## config.mk

```make
export PLATFORM = sky130hd
export DESIGN_NAME = wildcard_pattern_matcher
export DESIGN_NICKNAME = d
export VERILOG_FILES = /design/src/hw/rtl/wpm_pkg.sv /design/src/hw/rtl/wildcard_pattern_matcher.sv /design/src/hw/rtl/wpm_cell.sv
export SDC_FILE = /design/constraint.sdc
export NUM_CORES = 2
export LEC_CHECK = 0
export BUFFER_PORTS_ARGS = -buffer_cell sky130_fd_sc_hd__buf_2
export CORE_MARGIN = 8
export CORE_UTILIZATION = 60
export CTS_BUF_LIST = sky130_fd_sc_hd__clkbuf_8
export DETAILED_ROUTE_END_ITERATION = 7
export PLACE_DENSITY = 0.76
export SYNTH_ARGS = -nofsm -noshare
export SYNTH_HDL_FRONTEND = slang
export SYNTH_SLANG_ARGS = --single-unit
```

## constraint.sdc

```tcl
create_clock -name i_clk -period 7.2 [get_ports i_clk]
set_clock_uncertainty 0.1 [all_clocks]
set_input_delay 1.08 -clock i_clk [delete_from_list [all_inputs] [get_ports i_clk]]
set_output_delay 1.08 -clock i_clk [all_outputs]
set_load 0.1 [all_outputs]
```

## src/hw/rtl/wpm_pkg.sv

```systemverilog
// Shared types and constants for the wildcard pattern matcher.
`default_nettype none

package wpm_pkg;

    typedef enum logic [1:0] {
        OP_APPEND = 2'd0,
        OP_BEGIN  = 2'd1,
        OP_TEXT   = 2'd2,
        OP_CLEAR  = 2'd3
    } t_op;

    localparam logic [7:0] STAR_BYTE = 8'd42;
    localparam logic [7:0] ANY_BYTE  = 8'd63;

    // Broadcast from the sequencer to every cell.
    typedef struct packed {
        logic       append;
        logic       clear;
        logic [7:0] symbol;
    } t_cmd;

    // Update wave that walks the cell row, one cell per cycle.
    typedef struct packed {
        logic       valid;
        logic       is_text;
        logic [7:0] symbol;
        logic       new_bit;
        logic       old_bit;
        logic       result;
    } t_wave;

endpackage

`default_nettype wire

```

## src/hw/rtl/wildcard_pattern_matcher.sv

```systemverilog
// Append and clear words take effect when accepted; a begin or text word gives its
// result word after the update wave leaves the last cell of the row, later while
// the previous result word is stalled.
// Until a begin or text word has its result word registered, the wave walking the row
// one position per cycle, no new word is taken; when idle, append and clear every cycle.
// Reset: pattern length zero, match row empty (position zero true), no word pending.
`default_nettype none

module wildcard_pattern_matcher #(
    parameter int PATTERN_MAX = 64
) (
    input  wire logic       i_clk,
    input  wire logic       i_rst_n,
    input  wire logic       i_in_valid,
    output logic            o_in_ready,
    input  wire logic [1:0] i_op,
    input  wire logic [7:0] i_symbol,
    output logic            o_out_valid,
    input  wire logic       i_out_ready,
    output logic            o_matched
);

    localparam int LW = $clog2(PATTERN_MAX + 1);

    logic           r_busy;
    logic           r_row0;
    logic [LW-1:0]  r_len;
    logic           r_out_valid;
    logic           r_out;
    logic           r_hold;
    logic           r_hold_val;
    logic           w_accept;
    logic           w_launch;
    logic           w_out_free;
    wpm_pkg::t_op   w_op;
    wpm_pkg::t_cmd  w_cmd;
    wpm_pkg::t_wave w_wave [PATTERN_MAX + 1];

    assign w_op       = wpm_pkg::t_op'(i_op);
    assign o_in_ready = !r_busy;
    assign w_accept   = i_in_valid && o_in_ready;
    assign w_launch   = w_accept && (w_op == wpm_pkg::OP_BEGIN || w_op == wpm_pkg::OP_TEXT);
    assign w_out_free = !r_out_valid || i_out_ready;

    assign w_cmd.append = w_accept && (w_op == wpm_pkg::OP_APPEND) &&
                          (r_len != LW'(PATTERN_MAX));
    assign w_cmd.clear  = w_accept && (w_op == wpm_pkg::OP_CLEAR);
    assign w_cmd.symbol = i_symbol;

    // Position zero is handled here; the wave enters the first cell directly.
    always_comb begin
        w_wave[0].valid   = w_launch;
        w_wave[0].is_text = (w_op == wpm_pkg::OP_TEXT);
        w_wave[0].symbol  = i_symbol;
        w_wave[0].new_bit = (w_op == wpm_pkg::OP_BEGIN);
        w_wave[0].old_bit = r_row0;
        w_wave[0].result  = (r_len == '0) ? (w_op == wpm_pkg::OP_BEGIN) : 1'b0;
    end

    for (genvar g = 1; g <= PATTERN_MAX; g++) begin : g_cell
        wpm_cell #(
            .IDX (g),
            .LW  (LW)
        ) u_cell (
            .i_clk   (i_clk),
            .i_rst_n (i_rst_n),
            .i_cmd   (w_cmd),
            .i_len   (r_len),
            .i_wave  (w_wave[g-1]),
            .o_wave  (w_wave[g])
        );
    end

    always_ff @(posedge i_clk) begin
        if (!i_rst_n) begin
            r_busy      <= 1'b0;
            r_row0      <= 1'b1;
            r_len       <= '0;
            r_out_valid <= 1'b0;
            r_hold      <= 1'b0;
        end else begin
            if (w_cmd.append) begin
                r_len <= r_len + LW'(1);
            end
            if (w_cmd.clear) begin
                r_len  <= '0;
                r_row0 <= 1'b1;
            end
            if (w_launch) begin
                r_row0 <= (w_op == wpm_pkg::OP_BEGIN);
                r_busy <= 1'b1;
            end

            // A finished result parks in the hold stage while the output word waits.
            if (w_out_free) begin
                if (r_hold) begin
                    r_out_valid <= 1'b1;
                    r_hold      <= 1'b0;
                    r_busy      <= 1'b0;
                end else if (w_wave[PATTERN_MAX].valid) begin
                    r_out_valid <= 1'b1;
                    r_busy      <= 1'b0;
                end else begin
                    r_out_valid <= 1'b0;
                end
            end else if (w_wave[PATTERN_MAX].valid) begin
                r_hold <= 1'b1;
            end
        end
    end

    always_ff @(posedge i_clk) begin
        if (w_out_free) begin
            r_out <= r_hold ? r_hold_val : w_wave[PATTERN_MAX].result;
        end
        if (!w_out_free && w_wave[PATTERN_MAX].valid) begin
            r_hold_val <= w_wave[PATTERN_MAX].result;
        end
    end

    assign o_out_valid = r_out_valid;
    assign o_matched   = r_out;

    a_len_bound: assert property (@(posedge i_clk) disable iff (!i_rst_n)
        r_len <= LW'(PATTERN_MAX))
        else $error("pattern length exceeds capacity");

    a_hold_needs_out: assert property (@(posedge i_clk) disable iff (!i_rst_n)
        r_hold |-> (r_out_valid && r_busy))
        else $error("hold stage filled without a waiting output word");

    a_launch_busy: assert property (@(posedge i_clk) disable iff (!i_rst_n)
        w_launch |=> r_busy)
        else $error("begin or text word accepted without marking busy");

    a_clear_row: assert property (@(posedge i_clk) disable iff (!i_rst_n)
        w_cmd.clear |=> (r_row0 && r_len == '0))
        else $error("clear did not restore the empty row");

    a_wave_only_busy: assert property (@(posedge i_clk) disable iff (!i_rst_n)
        w_wave[PATTERN_MAX].valid |-> r_busy)
        else $error("update wave left the row while idle");

endmodule

`default_nettype wire

```

## src/hw/rtl/wpm_cell.sv

```systemverilog
// One pattern position: stored pattern byte, its match bit and a wave stage.
`default_nettype none

module wpm_cell #(
    parameter int IDX = 1,
    parameter int LW  = 7
) (
    input  wire logic          i_clk,
    input  wire logic          i_rst_n,
    input  wire wpm_pkg::t_cmd  i_cmd,
    input  wire logic [LW-1:0] i_len,
    input  wire wpm_pkg::t_wave i_wave,
    output wpm_pkg::t_wave      o_wave
);

    logic [7:0]     r_pat;
    logic           r_bit;
    logic           r_wave_valid;
    wpm_pkg::t_wave r_wave;
    logic           n_bit;
    logic           w_active;
    logic           w_is_star;
    logic           w_wr;

    assign w_active  = (i_len >= LW'(IDX));
    assign w_is_star = (r_pat == wpm_pkg::STAR_BYTE);
    assign w_wr      = i_cmd.append && (i_len == LW'(IDX - 1));

    always_comb begin
        if (!w_active) begin
            n_bit = 1'b0;
        end else if (!i_wave.is_text) begin
            // A begin only lets the empty-text match run through leading stars.
            n_bit = i_wave.new_bit && w_is_star;
        end else if (w_is_star) begin
            n_bit = r_bit || i_wave.new_bit;
        end else if (r_pat == wpm_pkg::ANY_BYTE || r_pat == i_wave.symbol) begin
            n_bit = i_wave.old_bit;
        end else begin
            n_bit = 1'b0;
        end
    end

    always_ff @(posedge i_clk) begin
        if (w_wr) begin
            r_pat <= i_cmd.symbol;
        end
        r_wave.valid   <= i_wave.valid;
        r_wave.is_text <= i_wave.is_text;
        r_wave.symbol  <= i_wave.symbol;
        r_wave.new_bit <= n_bit;
        r_wave.old_bit <= r_bit;
        r_wave.result  <= (i_len == LW'(IDX)) ? n_bit : i_wave.result;
    end

    always_ff @(posedge i_clk) begin
        if (!i_rst_n) begin
            r_bit        <= 1'b0;
            r_wave_valid <= 1'b0;
        end else begin
            r_wave_valid <= i_wave.valid;
            if (i_cmd.clear || w_wr) begin
                r_bit <= 1'b0;
            end else if (i_wave.valid) begin
                r_bit <= n_bit;
            end
        end
    end

    always_comb begin
        o_wave       = r_wave;
        o_wave.valid = r_wave_valid;
    end

endmodule

`default_nettype wire
```

=== Word level (Yosys, flattened, before mapping) ===
Index checks and enable logic that the tools add are counted.

* Add/sub/neg operators: 1
* $lt $le $gt $ge: 64
* Equal/unequal tests: 260
* Mux-type cells: 330
* Bitwise logic cells: 1
* Reductions and logical operators: 400

{| class="wikitable"
|+ Operators by type and width
! operator !! number
|-
| equality test 8 x 6 -> 1 bit, second input constant || 128
|-
| equality test 8 bit || 64
|-
| two-way mux 1 bit || 330
|-
| equality test 7 x 6 -> 1 bit, second input constant || 32
|-
| greater-or-equal comparator 7 x 6 -> 1 bit, second input constant || 32
|-
| logical OR 1 bit || 194
|-
| logical AND 1 bit || 134
|-
| OR reduction 2 bit || 66
|-
| equality test 7 x 5 -> 1 bit, second input constant || 16
|-
| greater-or-equal comparator 7 x 5 -> 1 bit, second input constant || 16
|-
| equality test 7 x 4 -> 1 bit, second input constant || 8
|-
| greater-or-equal comparator 7 x 4 -> 1 bit, second input constant || 8
|-
| equality test 7 x 3 -> 1 bit, second input constant || 4
|-
| greater-or-equal comparator 7 x 3 -> 1 bit, second input constant || 4
|-
| equality test 7 x 2 -> 1 bit, second input constant || 2
|-
| greater-or-equal comparator 7 x 2 -> 1 bit, second input constant || 2
|-
| adder 7 x 1 -> 7 bit, second input constant || 1
|-
| equality test 7 x 1 -> 1 bit, second input constant || 1
|-
| equality test 7 bit, second input constant || 1
|-
| greater-or-equal comparator 7 x 1 -> 1 bit, second input constant || 1
|-
| greater-or-equal comparator 7 bit, second input constant || 1
|-
| zero test 7 bit || 1
|-
| != test 7 bit, second input constant || 1
|-
| equality test 2 bit, second input constant || 2
|-
| other kinds (5) || 7
|}

* Bits in registers: 1,410
* Output and inout port bits: 3
* Word-level logic and storage cells: 1,571

=== Longest topological paths before layout ===
* Depth after elaboration: 7
* Mapped depth: 10
* Depth with buffers taken out: 7

=== Worst setup path after synthesis ===
OpenSTA, ideal clock, no wires.

* Path type: input to register
* Start: input port i_op[0]
* End: register g_cell[16].u_cell.r_pat[0], enable pin
* Data arrival time: 2.544 ns
* Slack: 4.182 ns
* Cell stages on the path: 7
* Buffers on the path: 1
* Path through: inv_1 ha_1 nand3b_1 a21oi_1 clkbuf_1 nand2_1 nor2_1

* Longest elaborated chain between the ends: 4

{| class="wikitable"
|+ RTL lines
! what !! line !! text
|-
| start: declaration || wildcard_pattern_matcher.sv:16 || <nowiki>input wire logic [1:0] i_op,</nowiki>
|-
| zero test 2 bit || wildcard_pattern_matcher.sv:45 || <nowiki>assign w_cmd.append = w_accept && (w_op == wpm_pkg::OP_APPEND) &&</nowiki>
|-
| logical AND 1 bit (2 in series) || wildcard_pattern_matcher.sv:45 ||
|-
| logical AND 1 bit || wpm_cell.sv:27 || <nowiki>assign w_wr = i_cmd.append && (i_len == LW'(IDX - 1));</nowiki>
|-
| named net g_cell[16].u_cell.w_wr || wpm_cell.sv:23 || <nowiki>logic w_wr;</nowiki>
|-
| end signal: assignment || wpm_cell.sv:46 || <nowiki>r_pat <= i_cmd.symbol;</nowiki>
|-
| end: declaration || wpm_cell.sv:16 || <nowiki>logic [7:0] r_pat;</nowiki>
|}

The timed path passes the listed nets, and every way through them passes these cells.
A chain may end at the register's enable or synchronous reset.

=== Worst setup path in the final report ===
* Start: register r_len[1]
* End: register g_cell[48].u_cell.r_pat[5], enable pin

* Longest elaborated chain between the ends: 3

{| class="wikitable"
|+ RTL lines
! what !! line !! text
|-
| start: declaration || wildcard_pattern_matcher.sv:27 || <nowiki>logic [LW-1:0] r_len;</nowiki>
|-
| start signal: assignment || wildcard_pattern_matcher.sv:83 || <nowiki>r_len <= r_len + LW'(1);</nowiki>
|-
| != test 7 bit || wildcard_pattern_matcher.sv:46 || <nowiki>(r_len != LW'(PATTERN_MAX));</nowiki>
|-
| logical AND 1 bit || wildcard_pattern_matcher.sv:45 ||
|-
| logical AND 1 bit * || wpm_cell.sv:27 ||
|-
| named net g_cell[48].u_cell.w_wr || wpm_cell.sv:23 ||
|-
| end signal: assignment || wpm_cell.sv:46 ||
|-
| end: declaration || wpm_cell.sv:16 ||
|}

Mark *: on every way through the listed nets, which the timed path passes. The rest lies on a longest branch.

==> metrics.md <==
| Metric | Value |
|---|---|
| Status | `finished, final reports clean` |
| Power per cell area | `280 mW/mm2` |
| Gr ovfl total | `0` |
| Chip height | `299 um` |
| Drt drc | `0` |
| CTS root buf | `clkbuf_8` |
| TritonCTS clock tree | `done` |
| Static leakage | `0.0193 uW` |
| Crit path time final | `3.67 ns` |
| Top-count cell post-synth | `dfxtp_1` |
| Hold buffer count at cts | `0` |
| Commonest cells in the synthesized netlist | `dfxtp_1 (896), edfxtp_1 (514), xnor2_1 (352)` |
| Ys async rst share | `0%` |
| CP endpoint kind | `flop` |
| R2R setup slack | `3.53 ns` |
| Placer Congestion | `0.911` |
| Placed Area | `0.0494 mm2` |
| Storage element area | `0.0334 mm2` |
| DR iter-0 viols | `2550` |
| Vias per cell | `5.74` |
| Fillers | `5594` |
| Number of global-route vias before repair | `29622` |
| Synth area leader | `dfxtp_1` |
| Metal-1 WL | `45800 um` |
| CP max FO | `28` |
| Largest net degree at the start of global routing | `53` |
| First-pass GRT wire length | `167000 um` |
| Layout cells sized above 1 | `9.80%` |
| Hold Vio Cnt, Final | `0` |
| Reg clk slew, reported paths | `0.06 ns` |
| Ys Warns | `0` |
| Final worst setup slack | `3.53 ns` |
| Slew @ Worst Pin | `1.12 ns` |
| Met2 WL post-DR | `50900 um` |
| EDFF count, synth | `514` |
| Nets@finish | `3852` |
| Synth area leaders | `dfxtp_1 (37%), edfxtp_1 (32%), xnor2_1 (6.4%), xor2_1 (3.0%), nor2_1 (2.1%)` |
| Final HPWL DP | `72600 um` |
| Worst-Skew Late Latency | `0.85 ns` |
| H-tree depth | `4` |
| Placement Setup Slack | `2.97 ns` |
| Tightest hold margin | `0.232 ns` |
| Vias | `29065` |
| Core Rows | `103` |
| Drt first pass iters | `6` |
| CP Class | `flop to flop` |
| Post-CTS setup buffers | `0` |
| Max VDD drop | `0.000243 V` |
| Die area | `0.0894 mm2` |
| Initial core utilization | `60.7%` |
| Synth cell types | `85` |
| Synth top area share | `37.3%` |
| Dominant synthesized flop cell | `dfxtp_1` |
| WP data arrival | `4.04 ns` |
| Core area | `0.0791 mm2` |
| Area of the multi-input gates | `0.0143 mm2` |
| Synthesized flop and latch total | `1410` |
| PortBufs | `16` |
| Sequential area share after synthesis | `69.5%` |
| Num CTS Buffers | `202` |
| Slew HR | `24.8%` |
| Setup_tns | `0 ns` |
| MaxCap Viol Count | `0` |
| Avg Inst Size Synth | `13.2 um2` |
| Critical Path RT | `7.56 ns` |
| Final Cell Area | `0.0534 mm2` |
| Die width | `299 um` |
| Syn nets | `3664` |
| Final setup viols | `0` |
| Area Overhead vs Synth | `11.2%` |
| Initial antenna violation count | `4` |
| CP Launch Type | `flop` |
| Worst min path class | `flop to flop` |
| RSZ-0062 raised after global routing | `false` |
| I/O Pins | `17` |
| Post-Syn Instances | `3642` |
| Clk sink count | `1410` |
| F_max | `272 MHz` |
| Gates resized, CTS repair | `0` |
| Metal3 WL | `9010 um` |
| Bufs on Longest Clock Path | `3` |
| DRT antenna net count | `0` |
| Post-DR wirelength/cell | `21.6 um` |
| Final worst path period share | `51.0%` |
| Final wirelength | `109000 um` |
| Uppermost layer routed | `met5` |
| Pins Over Slew Limit | `0` |
| Mapped Area | `0.0480 mm2` |
| Overall Global Routing Usage | `24.1%` |
## cell usage in the layout (no fill, tap or decap), types with 58 or more instances in the layout
master,count
a21oi_1,62
and2_1,80
and3_1,112
clkbuf_8,234
dfxtp_1,894
edfxtp_1,514
inv_1,108
nand2_1,170
nand3_1,101
nand4_1,112
nor2_1,264
nor3_1,100
o211ai_1,58
o21ai_0,72
xnor2_1,352
xor2_1,164
## cell families (layout without fill, tap and decap cells)
| family | Yosys count | after routing | synth area share (%) |
|---|---|---|---|
| mux | 74 | 74 | 1.65 |
| compound gates | 409 | 409 | 5.98 |
| fa+ha+maj | 8 | 8 | 0.208 |
| buf+inv | 91 | 458 | 0.852 |
| other cells | 0 | 2 | 0 |
| xor+xnor | 516 | 516 | 9.41 |
| flops | 1410 | 1410 | 69.5 |
| simple gates | 1134 | 1134 | 12.4 |
## cell type report
cell class / count / area share (%)
antenna: 2 / 0.00937
clock buffer: 234 / 6.03
tap: 1050 / 2.46
multi-input combinational: 2141 / 26.7
clock inverter: 149 / 1.57
inverter: 28 / 0.197
sequential: 1410 / 62.5
timing repair buffer: 47 / 0.585
## critical path, stage by stage, from the launching register on
cell	delay [ns]
dfxtp_1	0.91
nor3_1	0.26
a21oi_1	0.65
nand2_1	0.59
nor2_1	0.79
## registers in the layout, indices dropped and copies added (netlist names)
signal	cells
r_hold	1
g_cell.u_cell.o_wave	757
o_matched	1
r_busy	1
g_cell.u_cell.r_bit	64
o_out_valid	1
r_hold_val	1
r_row0	1
g_cell.u_cell.r_wave_valid	64
r_len	7
g_cell.u_cell.r_pat	512
## stage by stage
stage	instances	power, uW	util [%]
6_report	5061	15000	67.5
5_1_grt	5060	15500	67.5
4_1_cts	5059	15000	67.5
3_5_place_dp	4676	8990	62.4
3_3_place_gp	4676	8990	62.4
2_1_floorplan	3642	8810	-
## report_power, final
group | total [uW] | internal, uW | switching (uW) | leakage [uW]
registers | 8530 | 8410 | 119 | 0.0120
logic | 300 | 107 | 193 | 0.00488
clock network | 6130 | 3200 | 2920 | 0.00240
total | 15000 | 11700 | 3240 | 0.0193
## metal layers
layer / track usage [%] / up-vias
met5: 0 / -
met4: 9.20 / 8
met3: 5.87 / 270
met2: 39.4 / 1160
met1: 31.2 / 14026
li1: - / 13601
## path summary, 6_finish.rpt
| path | end | cells after the start | start |
|---|---|---|---|
| worst min register to register | g_cell[58].u_cell.o_wave[3]$_DFF_P_ | 0 | g_cell[57].u_cell.o_wave[3]$_DFF_P_ |
| worst max register to register | g_cell[48].u_cell.r_pat[5]$_DFFE_PP_ | 4 | r_len[1]$_SDFFE_PP0P_ |
| worst max-delay path | g_cell[48].u_cell.r_pat[5]$_DFFE_PP_ | 4 | r_len[1]$_SDFFE_PP0P_ |
| worst min-delay path | g_cell[58].u_cell.o_wave[3]$_DFF_P_ | 0 | g_cell[57].u_cell.o_wave[3]$_DFF_P_ |
No activity file was read; power rests on OpenSTA's default activity.
